[src/hw/rtl/rfct_pkg.sv]
// Shared types and constants for the range flip / count-ones tree.
package rfct_pkg;

    localparam int unsigned IDX_W   = 10;
    localparam int unsigned COUNT_W = 11;

    localparam logic FUNC_FLIP  = 1'b0;
    localparam logic FUNC_COUNT = 1'b1;

    typedef enum logic [9:0] {
        ST_CLEAR = 10'b0000000001,
        ST_IDLE  = 10'b0000000010,
        ST_RD    = 10'b0000000100,
        ST_CHK   = 10'b0000001000,
        ST_RET   = 10'b0000010000,
        ST_PL    = 10'b0000100000,
        ST_PR    = 10'b0001000000,
        ST_PP    = 10'b0010000000,
        ST_PW    = 10'b0100000000,
        ST_DONE  = 10'b1000000000
    } walk_state_t;

    typedef struct packed {
        logic               valid;
        logic [COUNT_W-1:0] count;
    } res_t;

endpackage

[src/hw/rtl/rfct_walk.sv]
// Tree walk sequencer: depth-first visit of the node store with read-modify-write.
module rfct_walk #(
    parameter int unsigned LEAVES = 1024
) (
    input  logic                          aclk,
    input  logic                          aresetn,
    input  logic                          start,
    output logic                          idle,
    input  logic                          func,
    input  logic [rfct_pkg::IDX_W-1:0]    range_start,
    input  logic [rfct_pkg::IDX_W-1:0]    range_end,
    output rfct_pkg::res_t                res,
    input  logic                          res_ready,
    output logic                          mem_we,
    output logic [$clog2(LEAVES):0]       mem_waddr,
    output logic [$clog2(LEAVES)+1:0]     mem_wdata,
    output logic [$clog2(LEAVES):0]       mem_raddr,
    input  logic [$clog2(LEAVES)+1:0]     mem_rdata
);

    localparam int unsigned L   = $clog2(LEAVES);
    localparam int unsigned NW  = L + 1;
    localparam int unsigned DPW = $clog2(L + 1);
    localparam int unsigned CW  = L + 1;
    localparam int unsigned IW  = (L > rfct_pkg::IDX_W) ? L : rfct_pkg::IDX_W;
    localparam int unsigned ACW = (CW > rfct_pkg::COUNT_W) ? CW : rfct_pkg::COUNT_W;
    localparam logic [IW-1:0]  LAST   = IW'(LEAVES - 1);
    localparam logic [DPW-1:0] DEPTH0 = '0;
    localparam logic [NW-1:0]  ROOT   = NW'(1);

    rfct_pkg::walk_state_t state_reg, state_next;
    logic [NW-1:0]  n_reg, n_next;
    logic [DPW-1:0] d_reg, d_next;
    logic [L:0]     par_reg, par_next;
    logic [ACW-1:0] acc_reg, acc_next;
    logic [NW-1:0]  clr_reg, clr_next;
    logic [IW-1:0]  s_reg, s_next, e_reg, e_next;
    logic           func_reg, func_next;
    logic [CW-1:0]  lcnt_reg, lcnt_next, rcnt_reg, rcnt_next;

    logic [IW-1:0]  s_in, e_in, lo, hi;
    logic [NW-1:0]  offs;
    logic [DPW-1:0] sh;
    logic [CW-1:0]  size, cnt, sum;
    logic           mark, disjoint, covered;

    assign mark = mem_rdata[CW];
    assign cnt  = mem_rdata[CW-1:0];

    // Span of the current node from its heap index and depth.
    always_comb begin
        offs = n_reg ^ (ROOT << d_reg);
        sh   = DPW'(L) - d_reg;
        lo   = IW'(offs) << sh;
        hi   = lo + ((IW'(1) << sh) - IW'(1));
        size = CW'(1) << sh;
        sum  = lcnt_reg + rcnt_reg;
        disjoint = (e_reg < lo) || (hi < s_reg);
        covered  = (s_reg <= lo) && (hi <= e_reg);
        s_in = IW'(range_start);
        e_in = (IW'(range_end) > LAST) ? LAST : IW'(range_end);
    end

    assign idle = (state_reg == rfct_pkg::ST_IDLE);
    assign res.valid = (state_reg == rfct_pkg::ST_DONE);
    assign res.count = acc_reg[rfct_pkg::COUNT_W-1:0];

    always_comb begin
        state_next = state_reg;
        n_next     = n_reg;
        d_next     = d_reg;
        par_next   = par_reg;
        acc_next   = acc_reg;
        clr_next   = clr_reg;
        s_next     = s_reg;
        e_next     = e_reg;
        func_next  = func_reg;
        lcnt_next  = lcnt_reg;
        rcnt_next  = rcnt_reg;
        mem_we     = 1'b0;
        mem_waddr  = n_reg;
        mem_wdata  = '0;
        mem_raddr  = n_reg;
        unique case (state_reg)
            rfct_pkg::ST_CLEAR: begin
                mem_we    = 1'b1;
                mem_waddr = clr_reg;
                clr_next  = clr_reg + NW'(1);
                if (&clr_reg) begin
                    state_next = rfct_pkg::ST_IDLE;
                end
            end
            rfct_pkg::ST_IDLE: begin
                if (start) begin
                    s_next    = s_in;
                    e_next    = e_in;
                    func_next = func;
                    acc_next  = '0;
                    n_next    = ROOT;
                    d_next    = DEPTH0;
                    par_next  = '0;
                    if (s_in > e_in) begin
                        state_next = (func == rfct_pkg::FUNC_COUNT) ? rfct_pkg::ST_DONE
                                                                    : rfct_pkg::ST_IDLE;
                    end else begin
                        state_next = rfct_pkg::ST_RD;
                    end
                end
            end
            rfct_pkg::ST_RD: begin
                state_next = rfct_pkg::ST_CHK;
            end
            rfct_pkg::ST_CHK: begin
                priority if (disjoint) begin
                    state_next = rfct_pkg::ST_RET;
                end else if (covered) begin
                    if (func_reg == rfct_pkg::FUNC_FLIP) begin
                        mem_we    = 1'b1;
                        mem_wdata = {~mark, size - cnt};
                    end else begin
                        acc_next = acc_reg + ACW'(par_reg[d_reg] ? size - cnt : cnt);
                    end
                    state_next = rfct_pkg::ST_RET;
                end else begin
                    // Partial overlap: descend left, carrying the flip parity above.
                    par_next[d_reg + DPW'(1)] = par_reg[d_reg] ^ mark;
                    n_next     = n_reg << 1;
                    d_next     = d_reg + DPW'(1);
                    state_next = rfct_pkg::ST_RD;
                end
            end
            rfct_pkg::ST_RET: begin
                priority if (d_reg == DEPTH0) begin
                    state_next = (func_reg == rfct_pkg::FUNC_COUNT) ? rfct_pkg::ST_DONE
                                                                    : rfct_pkg::ST_IDLE;
                end else if (!n_reg[0]) begin
                    n_next     = n_reg + NW'(1);
                    state_next = rfct_pkg::ST_RD;
                end else begin
                    n_next     = n_reg >> 1;
                    d_next     = d_reg - DPW'(1);
                    state_next = (func_reg == rfct_pkg::FUNC_FLIP) ? rfct_pkg::ST_PL
                                                                   : rfct_pkg::ST_RET;
                end
            end
            rfct_pkg::ST_PL: begin
                mem_raddr  = n_reg << 1;
                state_next = rfct_pkg::ST_PR;
            end
            rfct_pkg::ST_PR: begin
                mem_raddr  = (n_reg << 1) | NW'(1);
                lcnt_next  = cnt;
                state_next = rfct_pkg::ST_PP;
            end
            rfct_pkg::ST_PP: begin
                rcnt_next  = cnt;
                state_next = rfct_pkg::ST_PW;
            end
            rfct_pkg::ST_PW: begin
                // A node's own mark inverts the sum of its children.
                mem_we     = 1'b1;
                mem_wdata  = {mark, mark ? size - sum : sum};
                state_next = rfct_pkg::ST_RET;
            end
            rfct_pkg::ST_DONE: begin
                if (res_ready) begin
                    state_next = rfct_pkg::ST_IDLE;
                end
            end
            default: begin
                state_next = rfct_pkg::ST_IDLE;
            end
        endcase
    end

    always_ff @(posedge aclk) begin
        if (!aresetn) begin
            state_reg <= rfct_pkg::ST_CLEAR;
            clr_reg   <= '0;
        end else begin
            state_reg <= state_next;
            clr_reg   <= clr_next;
        end
    end

    always_ff @(posedge aclk) begin
        n_reg    <= n_next;
        d_reg    <= d_next;
        par_reg  <= par_next;
        acc_reg  <= acc_next;
        s_reg    <= s_next;
        e_reg    <= e_next;
        func_reg <= func_next;
        lcnt_reg <= lcnt_next;
        rcnt_reg <= rcnt_next;
    end

endmodule

[config.mk]
export PLATFORM = sky130hd
export DESIGN_NAME = rfct_walk
export DESIGN_NICKNAME = d
export VERILOG_FILES = /design/src/hw/rtl/rfct_pkg.sv /design/src/hw/rtl/rfct_walk.sv
export SDC_FILE = /design/constraint.sdc
export NUM_CORES = 1
export LEC_CHECK = 0
export ABC_CLOCK_PERIOD_IN_PS = 6100
export BUFFER_PORTS_ARGS = -buffer_cell sky130_fd_sc_hd__buf_4
export CORE_ASPECT_RATIO = 2
export CORE_MARGIN = 2
export CORE_UTILIZATION = 40
export CTS_BUF_LIST = sky130_fd_sc_hd__clkbuf_4
export DETAILED_ROUTE_END_ITERATION = 8
export PLACE_DENSITY = 0.59
export SETUP_SLACK_MARGIN = 0.3
export SLEW_MARGIN = 20
export SYNTH_ARGS = -nofsm -noshare
export SYNTH_HDL_FRONTEND = slang
export SYNTH_SLANG_ARGS = --single-unit
[constraint.sdc]
create_clock -name aclk -period 6.1 [get_ports aclk]
set_input_delay 0.305 -clock aclk [delete_from_list [all_inputs] [get_ports aclk]]
set_output_delay 0.305 -clock aclk [all_outputs]
set_load 0.005 [all_outputs]
Word level (Yosys, flattened, before mapping):

Index checks and enable logic that the tools add are counted.

* output and inout bits: 48
* register bits after elaboration: 101
* word-level logic and storage cells: 121
* input port bits: 37

* bitwise gates (word level): 3
* $lt $le $gt $ge: 9
* muxes and demuxes: 50
* eq/ne operators: 19
* $add $sub $neg: 11
* shift operators: 4
* reduce and logical (&&, ||, !) cells: 14

Operator list (count)
* $mux W11: 14
* $pmux W10 S10: 1
* $mux W10: 8
* $pmux W11 S2: 3
* $mux W12: 3
* $pmux W11 S3: 1
* $pmux W12 S2: 1
* $add A11 B1 Y11 const B: 2
* $add A11 B11 Y11: 2
* $sub A11 B11 Y11: 2
* $le A10 B10 Y1: 2
* $lt A10 B10 Y1: 2
* $mux W4: 5
* $shl A1 B4 Y10 const A: 2
* $ne A2 B2 Y1 const B: 8
* $mux W6: 2
* $pmux W4 S3: 1
* $bwmux W11: 1
* $reduce_and A11 Y1: 1
* $shl A1 B4 Y11 const A: 1
* $add A10 B10 Y10: 1
* $eq A10 B1 Y1 const B: 1
* $eq A10 B10 Y1 const B: 1
* $eq A10 B2 Y1 const B: 1
* 36 further kinds: 44

Depth between registers and ports, before layout:

Gate-level depths: netlist (run 1).

* depth after elaboration: 9
* gate-level depth with buffers: 29
* mapped depth without buffers: 27

Worst setup path before layout (run 1):

No wires, ideal clock.

* kind: register to register
* start point: reg d_reg[0]
* end point: reg acc_reg[0] (enable)
* slack: -0.460 ns
* stages on the path, launching flop included: 27
* data arrival time: 6.162 ns
* required time: 5.702 ns
* library setup time: 0.398 ns
* period minus slack after synthesis: 6.560 ns
* buffers on the path: 2
* cell sequence: edfxtp_1 -> buf_2 -> inv_1 -> ha_1 -> clkbuf_1 -> nor3b_1 -> xnor2_1 -> mux2i_1 -> a21oi_1 -> nand2_1 -> ha_1 -> inv_1 -> fa_1 -> a21o_1 -> a21oi_1 -> nor2b_1 -> o21a_1 -> o41ai_1 -> xnor2_1 -> xor2_1 -> ha_1 -> and4_1 -> a31oi_1 -> o21ai_0 -> a21oi_1 -> o21ai_0 -> o32ai_1

* cells in the longest elaborated chain, start to end: 8
* elaborated cells on any way between the ends: 16
* classes of those cells: 3 x add/sub; 4 x order compare; 2 x eq/ne; 3 x shift; 1 x bitwise; 3 x reduce/logical

Ends and longest elaborated chain
* from (decl): RTL line rfct_walk.sv:33 `logic [DPW-1:0] d_reg, d_next;`
* from (signal assigned): RTL line rfct_walk.sv:188 `d_reg <= d_next;`
* $sub A4 B4 Y4 or $shl A1 B4 Y10 (tied branches): RTL line rfct_walk.sv:53, rfct_walk.sv:52
* $shl A1 B4 Y10 or $xor A10 B10 Y10 (tied branches): RTL line rfct_walk.sv:55, rfct_walk.sv:52
* $sub A10 B1 Y10 or $shl A10 B4 Y10 (tied branches): RTL line rfct_walk.sv:55, rfct_walk.sv:54
* $add A10 B10 Y10: RTL line rfct_walk.sv:55 `hi = lo + ((IW'(1) << sh) - IW'(1));`
* $le A10 B10 Y1 or $lt A10 B10 Y1 (tied branches): RTL line rfct_walk.sv:59, rfct_walk.sv:58
* $logic_and A1 B1 Y1 or $logic_or A1 B1 Y1 (tied branches): RTL line rfct_walk.sv:59, rfct_walk.sv:58
* $ne A2 B2 Y1 (no line)
* $reduce_and A5 Y1 (no line) *
* to (signal assigned): RTL line rfct_walk.sv:190 `acc_reg <= acc_next;`
* to (decl): RTL line rfct_walk.sv:35 `logic [ACW-1:0] acc_reg, acc_next;`

Every way passes the cells marked *; elsewhere a longest branch is shown, timed or not.
A chain may end at the register's enable or synchronous reset.

Worst setup path in the final report (run 1):

* start point: reg d_reg[1]
* end point: out mem_wdata[0]

* cells in the longest elaborated chain, start to end: 9
* elaborated cells on any way between the ends: 21
* classes of those cells: 5 x add/sub; 4 x order compare; 4 x shift; 5 x mux; 1 x bitwise; 2 x reduce/logical

Ends and longest elaborated chain
* $sub A4 B4 Y4 or $shl A1 B4 Y10 (tied branches): RTL line rfct_walk.sv:53, rfct_walk.sv:52
* $shl A1 B4 Y10 or $xor A10 B10 Y10 (tied branches): RTL line rfct_walk.sv:55, rfct_walk.sv:52
* $sub A10 B1 Y10 or $shl A10 B4 Y10 (tied branches): RTL line rfct_walk.sv:55, rfct_walk.sv:54
* $add A10 B10 Y10: RTL line rfct_walk.sv:55
* $le A10 B10 Y1: RTL line rfct_walk.sv:59 `covered = (s_reg <= lo) && (hi <= e_reg);`
* $logic_and A1 B1 Y1: RTL line rfct_walk.sv:59
* $mux W12: RTL line rfct_walk.sv:116 `end else if (covered) begin`
* $mux W12: RTL line rfct_walk.sv:114 `priority if (disjoint) begin`
* $pmux W12 S2 *: RTL line rfct_walk.sv:84 `unique case (state_reg)`
* to (decl): RTL line rfct_walk.sv:16 `output logic [$clog2(LEAVES)+1:0] mem_wdata,`

Marks and branches as above.

==> qor.yml, run 1 <==
status: "complete, but fails checks"
die_area_um2: 23900
slowest_stage: "edfxtp_1"
port_buffers: 84
first_iter_violations: 272
synth_nets: 1175
num_io_pins: 85
relSlewSlack_pct: 29.2
coreArea_um2: 22200
avgRoutedWirePerCell_um: 18.0
syn_inst: 1019
hold_violations: 0
clock_latency_ps: 520
row_count: 77
grt_pass1_wl_mm: 41.5
cp_common_cell: "ha_4"
detail-route-antenna-nets: 0
violations: "negative setup slack"
worstMarginPinSlew_ps: 1060
rsz0062_at_grt: "yes"
grt_pass1_vias: 8136
cts.root.buffer_cell: "clkbuf_4"
power_frac_seq_pct: 52.8
clkSinkCount: 101
path_class: "reg2out"
setup_viol_count_final: 13
clk_path_buf_depth: 2
fin_crit_ps: 6290
p_sw_share_pct: 27.7
numCtsBuffers: 9
slew_viol_final: 0
grtUsageTotal_pct: 22.8
grt_max_degree: 27
nFillCells: 2087
antenna_found_initial: 1
ir_drop_v: 0.000101
avgSynthCellArea_um2: 8.88
cts_tree: "yes"
htree_num_levels: 3
die_w_um: 110
synth.distinct_cells: 80
overflow: 0
drv_cap: 0
combPwrFrac_pct: 16.7
wl_mm: 26.3
ys_warn_count: 0
start_kind: "register"
routed_via_density: 5.46
fmax_mhz: 159
skew_ps: 26.4
vias: 7996
syn2layout_area_growth_pct: 25.6
cts.clk_slew.worst_paths_ps: 170
worstPathRequired_ps: 5790
power_density_nw_per_um2: 126
drive_above_1_share_pct: 23.2
synth_seq_cells: 101
initial_utilization_pct: 40.8
nets: 1338
place_congestion: 0.940
async_flop_share_pct: 0
leakage_nw: 4.96
hold_path.class: "in2reg"
max_stage_delay_ps: 530
arrival_ps: 5980
p_int_mw: 1.04
synth_area_um2: 9050
clkPwrFrac_pct: 30.5
path_max_fanout: 4
fin_ws_ps: -190
synth_edf_count: 80
die_h_um: 217
fin_util_pct: 51.3
fin_tns_setup_ps: -1700
p_switching_uw: 397
dp_hpwl_mm: 20.8
yosysSeqAreaShare_pct: 31.2
cp-end-kind: "output port"
post-route-period-util_pct: 103
ys.flop_type: "edfxtp_1"
drc: 0
firstDrtPassIters: 4
## layout by cell type (no fill, tap or decap), types with 15 or more instances in the layout
| cell type | instances |
|---|---|
| a21oi_1 | 64 |
| and2_1 | 15 |
| buf_4 | 156 |
| dfxtp_1 | 21 |
| dlygate4sd3_1 | 30 |
| edfxtp_1 | 80 |
| ha_1 | 100 |
| inv_1 | 79 |
| mux2i_1 | 24 |
| nand2_1 | 119 |
| nand3_1 | 26 |
| nor2_1 | 63 |
| nor2b_1 | 17 |
| o21ai_0 | 54 |
| xnor2_1 | 40 |
| xor2_1 | 23 |
## per-layer routing
metal / part of all wire (%) / up-vias / GRT usage [%]
met5: 0 / - / 0
met4: 5.9 / 0 / 13.7
met3: 2.7 / 67 / 2.40
met2: 56 / 178 / 43.6
met1: 35 / 3791 / 22.4
li1: - / 3960 / -
## worst paths after layout
path | cells past startpoint | slack, ps | start | to
setup reg to reg | 31 | 400 | d_reg[1] | n_reg[6]
setup / recovery | 29 | -190 | d_reg[1] | mem_wdata[0]
hold reg to reg | 2 | 520 | clr_reg[5] | clr_reg[5]
hold / removal | 1 | 20 | mem_rdata[0] | rcnt_reg[0]
## critical path, delay by kind of cell, from the launching register on
family | cells | cell delay [ps]
AO/OA/AOI/OAI | 10 | 1550
adder cells (fa/ha/maj) | 5 | 1210
AND/OR/NAND/NOR | 6 | 1030
buffers and inverters | 5 | 600
XOR/XNOR | 3 | 550
flip-flops | 1 | 530
## power by group through the flow
stage                     logic (mW)  clock network [mW]  registers (mW)
after floorplan                0.141                   0           0.768
after global placement         0.210                   0           0.772
after detailed placement       0.212                   0           0.772
after CTS                      0.235               0.445           0.757
after global routing           0.271               0.471           0.758
final                          0.240               0.437           0.756
## layout make-up
type | instances | area (um^2) | area share [%]
multi-input combinational | 787 | 6100 | 53.6
sequential | 101 | 2820 | 24.8
timing repair buffer | 196 | 1590 | 14.0
tap | 276 | 345 | 3.04
inverter | 87 | 327 | 2.87
clock inverter | 7 | 114 | 1.00
clock buffer | 9 | 67.6 | 0.594
antenna | 1 | 2.50 | 0.0220
## logic make-up after synthesis
logic type,Yosys count,synth area share (%)
AND/OR/NAND/NOR,336,18.6
AO/OA/AOI/OAI,223,15.6
buffers and inverters,131,5.71
adder cells (fa/ha/maj),119,16.9
flip-flops,101,31.2
XOR/XNOR,67,6.48
multiplexers,42,5.49
## stage by stage
step / cells / hold slack, ps / cell area, um^2 / total power [mW] / worst slack (ps)
3_5_place_dp: 1378 / 489 / 10200 / 0.984 / 8.56
4_1_cts: 1452 / 3.98 / 11100 / 1.44 / -229
6_report: 1464 / 17.8 / 11400 / 1.43 / -190
3_3_place_gp: 1378 / 483 / 10200 / 0.982 / 166
2_1_floorplan: 1019 / 402 / 9110 / 0.909 / 318
5_1_grt: 1464 / 5.46 / 11400 / 1.50 / -448
## Yosys cell counts, types with 10 or more instances
| cell | n | area (um^2) |
|---|---|---|
| a21oi_1 | 68 | 340 |
| o21a_1 | 11 | 82.6 |
| ha_1 | 114 | 1430 |
| dfxtp_1 | 21 | 420 |
| mux2_2 | 10 | 113 |
| nor3_1 | 15 | 75.1 |
| inv_1 | 86 | 323 |
| clkbuf_1 | 30 | 113 |
| a21o_1 | 11 | 82.6 |
| nand2_1 | 124 | 465 |
| edfxtp_1 | 80 | 2400 |
| xor2_1 | 24 | 210 |
| nand3_1 | 26 | 130 |
| o21ai_0 | 59 | 295 |
| mux2i_1 | 26 | 260 |
| nor2_1 | 66 | 248 |
| and2_1 | 15 | 93.8 |
| nor2b_1 | 18 | 113 |
| o211ai_1 | 10 | 75.1 |
| xnor2_1 | 43 | 377 |
## repair_timing
action	CTS	global route
setup buffers	28	11
endpoints found under the hold margin	39	0
gates resized for setup	51	21
endpoints found under the setup margin	50	52
pin swaps	36	26
hold buffers	30	0
Note: power is estimated with default switching activity, not from simulation.
==> run 2: changes to the inputs <==
- ABC_AREA: not set -> 1
==> qor.yml, run 2 <==
cts_tree: "yes"  # unchanged
wl_mm: 29.4  # was 26.3 mm
ir_drop_v: 0.000132  # was 0.000101 V
fin_hold_ws_ps: 310  # was 17.8 ps
num_io_pins: 85  # unchanged
power_density_nw_per_um2: 175  # was 126 nW/um^2
fin_util_pct: 50.7  # was 51.3%
grt_pass1_vias: 8993  # was 8136
synth_nets: 1426  # was 1175
combPwrFrac_pct: 44.5  # was 16.7%
reg2reg_to: "n_reg[7]"  # was n_reg[6]
die_area_um2: 25000  # was 23900 um^2
first_iter_violations: 449  # was 272
hold_path.class: "in2reg"  # unchanged
hold_path_depth: 5  # was 1
synth_top_area_share_pct: 25.4  # was 26.5%
mostFrequentLayoutCell: "nand2_1"  # was buf_4
initial_utilization_pct: 40.8  # about the same
ys.flop_type: "edfxtp_1"  # unchanged
place_congestion: 0.984  # was 0.940
holdPathEnd: "state_reg[6]"  # was rcnt_reg[0]
async_flop_share_pct: 0  # unchanged
fmax_mhz: 179  # was 159 MHz
slew_viol_final: 0  # unchanged
synth_compound_area_share_pct: 15.0  # was 15.6%
arrival_ps: 5300  # was 5980 ps
clkSinkCount: 101  # unchanged
nFillCells: 2275  # was 2087
grt_max_degree: 35  # was 27
detail-route-antenna-nets: 0  # unchanged
slowest_stage: "edfxtp_1"  # unchanged
finalInstanceArea_um2: 11800  # was 11400 um^2
fin_crit_ps: 5600  # was 6290 ps
final_cell_mix: "nand2_1, inv_1, buf_4"  # was buf_4, nand2_1, ha_1
routed_via_density: 5.32  # was 5.46
fin_tns_setup_ps: 0  # was -1700 ps
firstDrtPassIters: 5  # was 4
clk_path_buf_depth: 2  # unchanged
antenna_found_initial: 1  # unchanged
drv_cap: 0  # unchanged
p_sw_share_pct: 39.9  # was 27.7%
yosys.area_share.simple_pct: 24.4  # was 18.6%
cts.root.buffer_cell: "clkbuf_4"  # unchanged
status: "finished clean"  # was complete, but fails checks
syn2layout_area_growth_pct: 24.4  # was 25.6%
synth_seq_cells: 101  # unchanged
synth.area.mux_share_pct: 0  # was 5.49%
r2r_start: "d_reg[0]"  # was d_reg[1]
row_count: 79  # was 77
grt_pass1_wl_mm: 45.0  # was 41.5 mm
die_h_um: 222  # was 217 um
ys_warn_count: 0  # unchanged
setup_viol_count_final: 0  # was 13
cts.clk_slew.worst_paths_ps: 190  # was 170 ps
min_from: "start"  # was mem_rdata[0]
htree_num_levels: 3  # unchanged
yosysSeqAreaShare_pct: 29.8  # was 31.2%
r2r_slack_ps: 870  # was 400 ps
worstMarginPinSlew_ps: 829  # was 1060 ps
yosys-top-cells-count: "nand2_1, inv_1, ha_1"  # was nand2_1, ha_1, inv_1
port_buffers: 84  # unchanged
skew_ps: 32.5  # was 26.4 ps
hold_violations: 0  # unchanged
cp_common_cell: "ha_4"  # unchanged
numCtsBuffers: 9  # unchanged
nets: 1590  # was 1338
avgRoutedWirePerCell_um: 17.0  # was 18.0 um
synthAdderAreaFrac_pct: 16.1  # was 16.9%
relSlewSlack_pct: 44.5  # was 29.2%
cp-end-kind: "output port"  # unchanged
vias: 9180  # was 7996
synth_top_family_by_area: "simple AND/OR/NAND/NOR gates"  # unchanged
die_w_um: 113  # was 110 um
max_stage_delay_ps: 550  # was 530 ps
place_area_um2: 10400  # was 10200 um^2
path_class: "reg2out"  # unchanged
dp_hpwl_mm: 23.3  # was 20.8 mm
synth_top_cell_by_area: "edfxtp_1"  # unchanged
ff2ff_path_depth: 30  # was 31
clock_latency_ps: 580  # was 520 ps
rsz0062_at_grt: "no"  # was yes
synth_xor_area_share_pct: 4.12  # was 6.48%
syn_inst: 1270  # was 1019
start_kind: "register"  # unchanged
synth.distinct_cells: 55  # was 80
synth_edf_count: 80  # unchanged
leakage_nw: 5.59  # was 4.96 nW
p_int_mw: 1.24  # was 1.04 mW
drive_above_1_share_pct: 21.3  # was 23.2%
synth.most_common_cell: "nand2_1"  # unchanged
path_max_fanout: 5  # was 4
avgSynthCellArea_um2: 7.46  # was 8.88 um^2
grtUsageTotal_pct: 23.1  # was 22.8%
drc: 0  # unchanged
overflow: 0  # unchanged
yosys-top-cells-area: "edfxtp_1, ha_1, nand2_1"  # unchanged
p_switching_uw: 823  # was 397 uW
worstPathRequired_ps: 5790  # about the same
clkPwrFrac_pct: 17.6  # was 30.5%
power_frac_seq_pct: 38.0  # was 52.8%
coreArea_um2: 23200  # was 22200 um^2
synth_area_um2: 9470  # was 9050 um^2
post-route-period-util_pct: 91.8  # was 103%
==> run 2: cell count changes in the layout (fill, tap and decap cells not counted), sizes merged, moves of 11 or more <==
cell and change:
nand3 +62, mux2 -11, buf -16, o21ai +26
xnor2 -32, a21oi +43, nand2 +132, and2 -15
mux2i -26, nor2b -18, nor2 +30, inv +143
==> run 2: kinds of logic after synthesis <==
group	count (synthesis)
AOI/OAI and AO/OA	249
and+or+nand+nor	498
DFF	101
buffers and inverters	260
adders and majority gates	119
xor gates and xnor gates	43
==> run 2: power groups by stage <==
stage	logic [mW]	registers [mW]	clock network (mW)
final	0.918	0.783	0.363
after global routing	1.01	0.787	0.401
after CTS	0.785	0.783	0.376
after detailed placement	0.728	0.801	0
after global placement	0.724	0.800	0
after floorplan	0.498	0.793	0
==> run 2: layout make-up <==
cell class	instances	area [um^2]	area share, %
inverter	229	873	7.41
clock buffer	9	67.6	0.573
timing repair buffer	184	1520	12.9
antenna	2	5.00	0.0425
tap	283	354	3.00
clock inverter	7	57.6	0.488
multi-input combinational	909	6080	51.6
sequential	101	2820	24.0
==> run 2: metal layers <==
metal | vias up | part of all wire (%) | global-route usage, %
li1 | 4558 | - | -
met5 | - | 0 | 0
met2 | 247 | 54 | 43.7
met4 | 0 | 7.7 | 15.8
met1 | 4268 | 34 | 22.1
met3 | 107 | 3.4 | 3.83
==> run 2: how the worst max path moves through the flow <==
stage	from	end	slack, ps
after CTS	d_reg[0]	mem_wdata[10]	300
final	d_reg[0]	mem_we	500
after global routing	d_reg[1]	mem_wdata[9]	230
after floorplan	d_reg[1]	par_reg[0]	870
after detailed placement	d_reg[1]	mem_wdata[5]	450
after global placement	d_reg[1]	mem_wdata[5]	480
==> run 2: stage by stage <==
stage / power, mW / setup slack (ps) / cells
floorplan: 1.29 / 872 / 1270
global placement: 1.52 / 481 / 1622
detailed placement: 1.53 / 445 / 1622
CTS: 1.94 / 302 / 1688
global route: 2.20 / 233 / 1723
finish: 2.06 / 498 / 1724
==> run 2: repair_timing <==
action	in CTS	in global routing
resized for setup	18	90
hold buffers	34	0
endpoints found under the hold margin	51	0
setup endpoints to repair	13	13
pin swaps	6	36
buffers inserted	16	34
==> run 2: critical path, delay by kind of cell, from the launching register on <==
family	cells	cell delay (ps)
XOR/XNOR	1	200
AO/OA/AOI/OAI	4	650
flip-flops	1	550
AND/OR/NAND/NOR	11	1390
adder cells (fa/ha/maj)	5	1300
buffers and inverters	6	650
==> run 3: changes to the inputs <==
- MAX_ROUTING_LAYER: not set -> met4
==> qor.yml, run 3 (synthesized netlist as in run 2, its figures left out) <==
firstDrtPassIters: 6  # was 5
hold_violations: 0  # unchanged
ir_drop_v: 0.000147  # was 0.000132 V
grt_pass1_wl_mm: 44.8  # was 45.0 mm
fin_hold_ws_ps: 300  # was 310 ps
power_mw: 2.12  # was 2.06 mW
path_class: "reg2out"  # unchanged
final_cell_mix: "nand2_1, inv_1, buf_4"  # unchanged
dp_cells: 1622  # unchanged
clkSinkCount: 101  # unchanged
avgRoutedWirePerCell_um: 17.0  # about the same
rsz0062_at_grt: "no"  # unchanged
relSlewSlack_pct: 49.9  # was 44.5%
start_kind: "register"  # unchanged
status: "finished clean"  # unchanged
grtUsageTotal_pct: 23.7  # was 23.1%
cp-end-kind: "output port"  # unchanged
nets: 1584  # was 1590
grt_pass1_vias: 8718  # was 8993
post-route-period-util_pct: 92.5  # was 91.8%
slowest_stage: "edfxtp_1"  # unchanged
port_buffers: 84  # unchanged
path_max_fanout: 6  # was 5
grt_max_degree: 35  # unchanged
wl_mm: 29.2  # was 29.4 mm
numCtsBuffers: 9  # unchanged
die_h_um: 222  # unchanged
max_stage_delay_ps: 540  # was 550 ps
cts_tree: "yes"  # unchanged
clock_latency_ps: 580  # about the same
fin_crit_ps: 5650  # was 5600 ps
hold_path.class: "in2reg"  # unchanged
mostFrequentLayoutCell: "nand2_1"  # unchanged
syn2layout_area_growth_pct: 24.1  # was 24.4%
drc: 0  # unchanged
htree_num_levels: 3  # unchanged
leakage_nw: 5.56  # was 5.59 nW
layout.cells.non_filler: 1717  # was 1724
initial_utilization_pct: 40.8  # unchanged
clk_path_buf_depth: 2  # unchanged
slew_viol_final: 0  # unchanged
antenna_found_initial: 1  # unchanged
cts.clk_slew.worst_paths_ps: 190  # about the same
drive_above_1_share_pct: 21.0  # was 21.3%
vias: 9107  # was 9180
skew_ps: 36.3  # was 32.5 ps
die_area_um2: 25000  # unchanged
drv_cap: 0  # unchanged
fmax_mhz: 177  # was 179 MHz
worstPathRequired_ps: 5790  # about the same
detail-route-antenna-nets: 0  # unchanged
die_w_um: 113  # unchanged
dp_hpwl_mm: 23.2  # was 23.3 mm
routed_via_density: 5.30  # was 5.32
first_iter_violations: 438  # was 449
row_count: 79  # unchanged
power_density_nw_per_um2: 180  # was 175 nW/um^2
place_congestion: 0.984  # about the same
arrival_ps: 5340  # was 5300 ps
setup_viol_count_final: 0  # unchanged
cts.root.buffer_cell: "clkbuf_4"  # unchanged
fin_tns_setup_ps: 0  # unchanged
coreArea_um2: 23200  # unchanged
worstMarginPinSlew_ps: 748  # was 829 ps
num_io_pins: 85  # unchanged
overflow: 0  # unchanged
[run 3: changes by cell type in the layout (fill, tap and decap cells not counted), sizes merged]
cell    delta
a21boi     +1
buf        -7
bufinv     +1
clkbuf     +1
clkinv     +1
diode      -1
inv        -3
[run 3: what timing repair did]
action,CTS,global route
pin swaps,6,42
hold endpoints to repair,51,0
gates resized for setup,22,88
gates cloned,0,1
setup buffers,15,28
hold buffers,34,0
setup endpoints to repair,13,13
[run 3: per-layer routing]
metal	GRT usage, %	share of wire, %	vias up
li1	-	-	4568
met1	22.9	35	4193
met5	-	0	-
met2	44.1	55	254
met3	3.47	3.6	92
met4	13.4	6.1	0
[run 3: area by class of cell]
cell class	count	area (um^2)
Clock buffer	10	75.1
Fill cell	2241	11500
Clock inverter	6	73.8
Tap cell	283	354
Antenna cell	1	2.50
Inverter	229	873
Timing Repair Buffer	177	1450
Sequential cell	101	2820
Multi-Input combinational cell	910	6100
[run 3: path summary, 6_finish.rpt]
path                  endpoint        from  cells past startpoint  slack (ps)
hold reg to reg     clr_reg[4]  clr_reg[4]                      2         500
setup reg to reg      n_reg[9]    d_reg[1]                     33        1010
hold / removal    state_reg[6]       start                      5         300
setup / recovery  mem_wdata[4]    d_reg[1]                     32         450
[run 3: critical path, delay by kind of cell, from the launching register on]
family | cells | cell delay, ps
buffers and inverters | 11 | 1130
and+or+nand+nor | 12 | 1460
xor gates and xnor gates | 1 | 180
AOI/OAI and AO/OA | 4 | 530
adders and majority gates | 4 | 890
DFF | 1 | 540
[run 3: report_power, final]
group          internal [mW]  switching (mW)  total, mW
Sequential             0.765          0.0191      0.784
Combinational          0.391           0.543      0.934
Clock                  0.133           0.266      0.399
Total                   1.29           0.828       2.12
[run 3: per-stage QoR]
| step | util (%) | worst slack (ps) | instance area, um^2 |
|---|---|---|---|
| after floorplan | - | 872 | 9470 |
| after global placement | 45.0 | 497 | 10400 |
| after detailed placement | 45.0 | 421 | 10400 |
| after CTS | 47.9 | 314 | 11100 |
| after global routing | 50.6 | 193 | 11800 |
| final | 50.6 | 455 | 11800 |
